<file path="config.mk">
export PLATFORM = sky130hd
export DESIGN_NAME = pgpa_decode
export DESIGN_NICKNAME = d
export VERILOG_FILES = /design/src/hw/rtl/pgpa_pkg.sv /design/src/hw/rtl/pgpa_decode.sv
export SDC_FILE = /design/constraint.sdc
export NUM_CORES = 1
export LEC_CHECK = 0
export BUFFER_PORTS_ARGS = -buffer_cell sky130_fd_sc_hd__buf_2
export CAP_MARGIN = 5
export CORE_MARGIN = 2
export CORE_UTILIZATION = 52
export DETAILED_ROUTE_END_ITERATION = 12
export PLACE_DENSITY = 0.79
export SYNTH_ARGS = -nofsm -noshare
export SYNTH_HDL_FRONTEND = slang
export SYNTH_SLANG_ARGS = --single-unit
</file>
<file path="constraint.sdc">
create_clock -name vclk -period 7.6
set_input_delay 0.38 -clock vclk [all_inputs]
set_output_delay 0.38 -clock vclk [all_outputs]
set_load 0.005 [all_outputs]
</file>
<file path="src/hw/rtl/pgpa_pkg.sv">
// pgpa_pkg: shared types, constants and helper functions for the glyph pixel block
package pgpa_pkg;

  // byte store size, power of two
  localparam int unsigned STORE_BYTES = 65536;
  localparam int unsigned STORE_AW    = $clog2(STORE_BYTES);
  localparam int unsigned HEADER_BYTES = 5;
  // sum of header base, row offset and column byte before wrapping
  localparam int unsigned SUM_W = (STORE_AW > 17) ? STORE_AW : 17;

  typedef logic [STORE_AW-1:0] store_addr_t;

  typedef enum logic [1:0] {
    MODE_PIX_RD = 2'd0,
    MODE_PIX_WR = 2'd1,
    MODE_RAW_WR = 2'd2,
    MODE_RAW_RD = 2'd3
  } pgpa_mode_e;

  typedef enum logic [1:0] {
    DEPTH_1B = 2'd0,
    DEPTH_2B = 2'd1,
    DEPTH_4B = 2'd2
  } pgpa_depth_e;

  localparam logic [1:0] DEPTH_RESET = DEPTH_4B;

  typedef enum logic {
    ST_IDLE,
    ST_EXEC
  } pgpa_state_e;

  // decoded request handed from the address decoder to the control
  typedef struct packed {
    store_addr_t addr;
    logic [2:0]  shift;
    logic        on_glyph;
    logic        black;
    logic [7:0]  avg;
  } pgpa_dec_t;

  function automatic logic [7:0] field_mask(input logic [1:0] depth);
    logic [7:0] m;
    case (depth)
      DEPTH_1B: m = 8'h01;
      DEPTH_2B: m = 8'h03;
      DEPTH_4B: m = 8'h0F;
      default:  m = 8'h00;
    endcase
    return m;
  endfunction

  // inverted gray for a packed pixel value
  function automatic logic [7:0] gray_of(input logic [1:0] depth, input logic [3:0] d);
    logic [7:0] g;
    case (depth)
      DEPTH_1B: g = d[0] ? 8'd0 : 8'd255;
      DEPTH_2B: g = 8'({6'd0, ~d[1:0]} * 8'd85);
      DEPTH_4B: g = 8'({4'd0, ~d} * 8'd17);
      default:  g = 8'd0;
    endcase
    return g;
  endfunction

  // floor(v * 3 / 255)
  function automatic logic [1:0] quant2(input logic [7:0] v);
    logic [1:0] q;
    if (v == 8'd255) begin
      q = 2'd3;
    end else if (v >= 8'd170) begin
      q = 2'd2;
    end else if (v >= 8'd85) begin
      q = 2'd1;
    end else begin
      q = 2'd0;
    end
    return q;
  endfunction

endpackage

</file>
<file path="src/hw/rtl/pgpa_decode.sv">
// pgpa_decode: byte address, bit position, bounds check and colour average
module pgpa_decode
  import pgpa_pkg::*;
(
  input  logic [1:0]  mode_i,
  input  logic [1:0]  depth_i,
  input  logic [15:0] glyph_offset_i,
  input  logic [7:0]  glyph_width_i,
  input  logic [7:0]  glyph_height_i,
  input  logic [7:0]  pixel_x_i,
  input  logic [7:0]  pixel_y_i,
  input  logic [7:0]  red_i,
  input  logic [7:0]  green_i,
  input  logic [7:0]  blue_i,
  output pgpa_dec_t   dec_o
);

  logic [7:0]       row_bytes;
  logic [15:0]      row_off;
  logic [7:0]       col_byte;
  logic [2:0]       bit_shift;
  store_addr_t      byte_addr;
  logic [SUM_W-1:0] pix_sum;
  logic [SUM_W-1:0] raw_sum;
  logic [9:0]       rgb_sum;
  logic [19:0]      avg_prod;
  logic             depth_ok;

  assign row_bytes = 8'(({1'b0, glyph_width_i} + 9'd1) >> 1);
  assign row_off   = pixel_y_i * row_bytes;

  always_comb begin
    case (depth_i)
      DEPTH_1B: begin
        col_byte  = pixel_x_i >> 3;
        bit_shift = 3'd7 - pixel_x_i[2:0];
        depth_ok  = 1'b1;
      end
      DEPTH_2B: begin
        col_byte  = pixel_x_i >> 2;
        bit_shift = {~pixel_x_i[1:0], 1'b0};
        depth_ok  = 1'b1;
      end
      DEPTH_4B: begin
        col_byte  = pixel_x_i >> 1;
        bit_shift = {~pixel_x_i[0], 2'b00};
        depth_ok  = 1'b1;
      end
      default: begin
        col_byte  = 8'd0;
        bit_shift = 3'd0;
        depth_ok  = 1'b0;
      end
    endcase
  end

  assign pix_sum = SUM_W'(glyph_offset_i) + SUM_W'(HEADER_BYTES) + SUM_W'(row_off)
                 + SUM_W'(col_byte);
  assign raw_sum = SUM_W'(glyph_offset_i);

  // raw modes address the byte directly, pixel modes go past the header
  always_comb begin
    if (mode_i == MODE_RAW_WR || mode_i == MODE_RAW_RD) begin
      byte_addr = raw_sum[STORE_AW-1:0];
    end else begin
      byte_addr = pix_sum[STORE_AW-1:0];
    end
  end

  // divide by three as multiply by 683/2048, exact for sums up to 765
  assign rgb_sum  = 10'(red_i) + 10'(green_i) + 10'(blue_i);
  assign avg_prod = rgb_sum * 10'd683;

  assign dec_o = '{
    addr:     byte_addr,
    shift:    bit_shift,
    on_glyph: depth_ok && (pixel_x_i < glyph_width_i) && (pixel_y_i < glyph_height_i),
    black:    ~|{red_i, green_i, blue_i},
    avg:      avg_prod[18:11]
  };

endmodule

</file>
---- Word-level counts from Yosys, hierarchy flattened ----
Cells that the tools add are included.
cells by class
  add/sub/neg operators ................... 7
  multipliers ............................. 2
  magnitude comparators ................... 2
  equality and inequality tests ........... 4
  multiplexer cells ....................... 4
  bitwise gates (word level) .............. 2
  reductions and logical operators ........ 7
operators by type and width
  kind                                                  count
  OR reduction 24 bit                                   1
  case mux 7 bit (3 select lines)                       1
  multiplier 10 x 10 -> 19 bit (second input constant)  1
  adder 16 bit                                          1
  adder 16 x 3 -> 16 bit (second input constant)        1
  adder 16 x 7 -> 16 bit                                1
  less-than comparator 8 bit                            2
  multiplier 8 x 8 -> 16 bit                            1
  2-to-1 mux 16 bit                                     1
  adder 9 x 8 -> 10 bit                                 1
  adder 8 x 1 -> 9 bit (second input constant)          1
  adder 8 x 8 -> 9 bit                                  1
  case mux 3 bit (3 select lines)                       1
  == test 2 bit (second input constant)                 3
  OR reduction 3 bit                                    1
  subtractor 3 bit (first input constant)               1
  == test 2 x 1 -> 1 bit (second input constant)        1
  logical AND 1 bit                                     2
  logical NOT 2 bit                                     1
  NOT 2 bit                                             1
  logical NOT 1 bit                                     1
  logical OR 1 bit                                      1
  2-to-1 mux 1 bit                                      1
  NOT 1 bit                                             1
word-level totals
  bits in registers ....................... 0
  input port bits ......................... 76
  output and inout bits ................... 29

---- Logic depth before layout (Yosys ltp) ----
  depth in word-level cells ............... 5
  depth in mapped cells ................... 29

---- Worst setup path after synthesis ----
Ideal clock, no wire load.
  path type ............................... input to output
  from .................................... input port red_i[1]
  to ...................................... output port dec_o[7] in the netlist's numbering
  arrival ................................. 6.006 ns
  data required time ...................... 7.220 ns
  path slack .............................. 1.214 ns
  stages on the path ...................... 27
  buffers on the path ..................... 0
  path through ............................ inv_1 -> fa_1 -> inv_1 -> ha_1 -> inv_1 -> fa_1 -> nor2b_1 -> nor3_1 -> o21bai_1 -> a21o_1 -> xnor2_1 -> inv_1 -> ha_1 -> ha_1 -> inv_1 -> fa_1 -> inv_1 -> fa_1 -> inv_1 -> fa_1 -> inv_1 -> ha_1 -> or3b_2 -> o211ai_1 -> a21oi_1 -> a31oi_1 -> xnor2_1
RTL lines
  element          RTL line           RTL
  start, declared  pgpa_decode.sv:12  input logic [7:0] red_i,
  end, declared    pgpa_decode.sv:15  output pgpa_dec_t dec_o

==> flow_metrics.env <==
export IMPL_tns_ns=0
export IMPL_use_met1_pct=25.91
export IMPL_area_delta_synth_final_pct=11.78
export IMPL_fin_nets=1069
export IMPL_hp_class="input pin to primary output"
export IMPL_nFillCells=958
export IMPL_max_freq_mhz=142.0
export IMPL_crit_arrival_ns=6.66
export IMPL_initial_core_util_pct=53.63
export IMPL_ys_warn_count=0
export IMPL_ios=105
export IMPL_grt_busiest_layer="met2"
export IMPL_seq_area_frac_synth_pct=0
export IMPL_die_area_sq_um=12090
export IMPL_drt_vias_per_instance=5.141
export IMPL_core_area_sq_um=10890
export IMPL_rows=38
export IMPL_hold_violations=0
export IMPL_fin_crit_ns=7.041
export IMPL_syn_area_sq_um=5839
export IMPL_hold_depth=3
export IMPL_crit_family="adder cells"
export IMPL_grt_antenna_before_repair=0
export IMPL_clkbuf_count=0
export IMPL_netlist_instances=682
export IMPL_ctsHoldBuffers=0
export IMPL_seq_cells=0
export IMPL_cp_max_fo=3
export IMPL_totalWireLength_mm=11.70
export IMPL_ant_nets=0
export IMPL_startpoint_type="input pin"
export IMPL_max_stage_delay_ns=0.53
export IMPL_grt_use_total_pct=20.20
export IMPL_port_buffers=104
export IMPL_drt_iter0_drc=130
export IMPL_status="complete, no violations"
export IMPL_met3_usage_pct=1.058
export IMPL_drive_above_1_share_pct=16.01
export IMPL_diodes=0
export IMPL_cts_setup_buffers=0
export IMPL_dieHeight_um=110.0
export IMPL_regArea_sq_um=0
export IMPL_end_kind="primary output"
export IMPL_grt_pass1_vias=4747
export IMPL_grt_max_degree=29
export IMPL_final_period_utilization_pct=92.65
export IMPL_post_cts_resized=0
export IMPL_cp_slowest_cell="fa_1"
export IMPL_min_from="pixel_x_i[0]"
export IMPL_setup_viol=0
export IMPL_path_class="input pin to primary output"
export IMPL_hold_path_end="dec_o[10]"
export IMPL_die_width_um=110.0
export IMPL_maxSlewViolCount=0
export IMPL_whs_ns=1.036
export IMPL_grt_pass1_wl_mm=20.00
export IMPL_met2_usage_pct=38.34
export IMPL_grt_overflow_total=0
export IMPL_critPathBufInv=10
export IMPL_rsz0062_at_grt="no"
export IMPL_vias=4735
export IMPL_relSlewSlack_pct=54.13
export IMPL_cp_common_cell="inv_1"
export IMPL_avgSynthCellArea_sq_um=8.562
export IMPL_wl_per_cell_um=12.70
export IMPL_syn_num_nets=968
export IMPL_drv_cap=0
export IMPL_multi_input_area_sq_um=5235
export IMPL_drt_pre_antenna_iters=4
export IMPL_place_gp_congestion=0.8915
export IMPL_worstMarginPinSlew_ns=0.6831
export IMPL_synth_distinct_cells=50
export IMPL_dp_hpwl_mm=10.68
export IMPL_drc=0
export IMPL_cp_data_required_time_ns=7.22
==> layout by cell type, fill, tap and decap left out, types with 2 or more instances in the layout <==
cell type | netlist | layout
xor2_1 | 11 | 11
and2_1 | 9 | 9
o21a_1 | 5 | 5
nor4_1 | 8 | 8
ha_1 | 125 | 125
a21o_2 | 2 | 2
nor2_1 | 11 | 11
nand4_1 | 4 | 4
nand3_1 | 6 | 6
fa_1 | 85 | 85
nand3b_1 | 2 | 2
inv_1 | 153 | 153
o21ai_0 | 31 | 31
buf_4 | 0 | 3
nand2b_1 | 6 | 6
nand2_1 | 49 | 49
buf_2 | 0 | 104
mux2i_1 | 2 | 2
a211o_1 | 3 | 3
o21bai_1 | 4 | 4
xnor2_1 | 31 | 31
nor3_1 | 7 | 7
o221ai_1 | 2 | 2
a21oi_1 | 26 | 26
a211oi_1 | 5 | 5
a21oi_2 | 2 | 2
a21o_1 | 13 | 13
mux2_2 | 5 | 5
nor2b_1 | 45 | 45
==> kinds of logic after synthesis <==
| family | after synthesis | synth area share [%] |
|---|---|---|
| AOI/OAI and AO/OA | 108 | 12.11 |
| buffers and inverters | 161 | 10.35 |
| xor gates and xnor gates | 43 | 6.578 |
| and+or+nand+nor | 153 | 13.73 |
| adders and majority gates | 210 | 55.92 |
| muxes | 7 | 1.307 |
==> per-layer routing <==
layer / share of wire [%] / routed length [um]
met1: 44 / 5180
met5: 0 / 0
met3: 4.1 / 477
met2: 51 / 5936
met4: 0.87 / 102
==> how the worst max path moves through the flow <==
stage	from	endpoint	slack, ns	depth (start not counted)
after floorplan	red_i[1]	dec_o[7]	1.21	27
after global placement	red_i[1]	dec_o[5]	0.64	31
after detailed placement	red_i[1]	dec_o[5]	0.51	31
after CTS	red_i[1]	dec_o[5]	0.50	31
after global routing	red_i[1]	dec_o[5]	0.07	31
final	red_i[1]	dec_o[5]	0.56	31
==> metrics by stage <==
stage,setup WS [ns],util [%],instances,cell area [sq um]
2_1_floorplan,1.214,-,682,5839
3_3_place_gp,0.6433,59.95,921,6528
3_5_place_dp,0.5125,59.95,921,6528
4_1_cts,0.5030,59.95,921,6528
5_1_grt,0.07499,59.95,921,6528
6_report,0.5586,59.95,921,6528
==> cells in the mapped netlist (3+ instances only) <==
master    count  area share, %
xor2_1       11            1.6
a211oi_1      5           0.64
inv_1       153            9.8
a211o_1       3           0.45
nor3_1        7           0.60
nor4_1        8           0.86
nand2b_1      6           0.64
o21ai_0      31            2.7
nand4_1       4           0.43
o21a_1        5           0.64
clkbuf_1      8           0.51
xnor2_1      31            4.6
and2_1        9           0.96
o21bai_1      4           0.51
mux2_2        5           0.96
nand3_1       6           0.51
nor2_1       11           0.71
nand2_1      49            3.1
a21o_1       13            1.7
ha_1        125             27
a21oi_1      26            2.2
fa_1         85             29
nor2b_1      45            4.8
==> cell type report <==
cell class,instances,area share (%)
inverters,153,8.798
multi-input cells,521,80.20
well taps,140,2.684
repair buffers,107,8.319
Power is left out: the tool's default activity adds up to more than one toggle a clock period on the data nets, which glitch-free logic cannot reach.
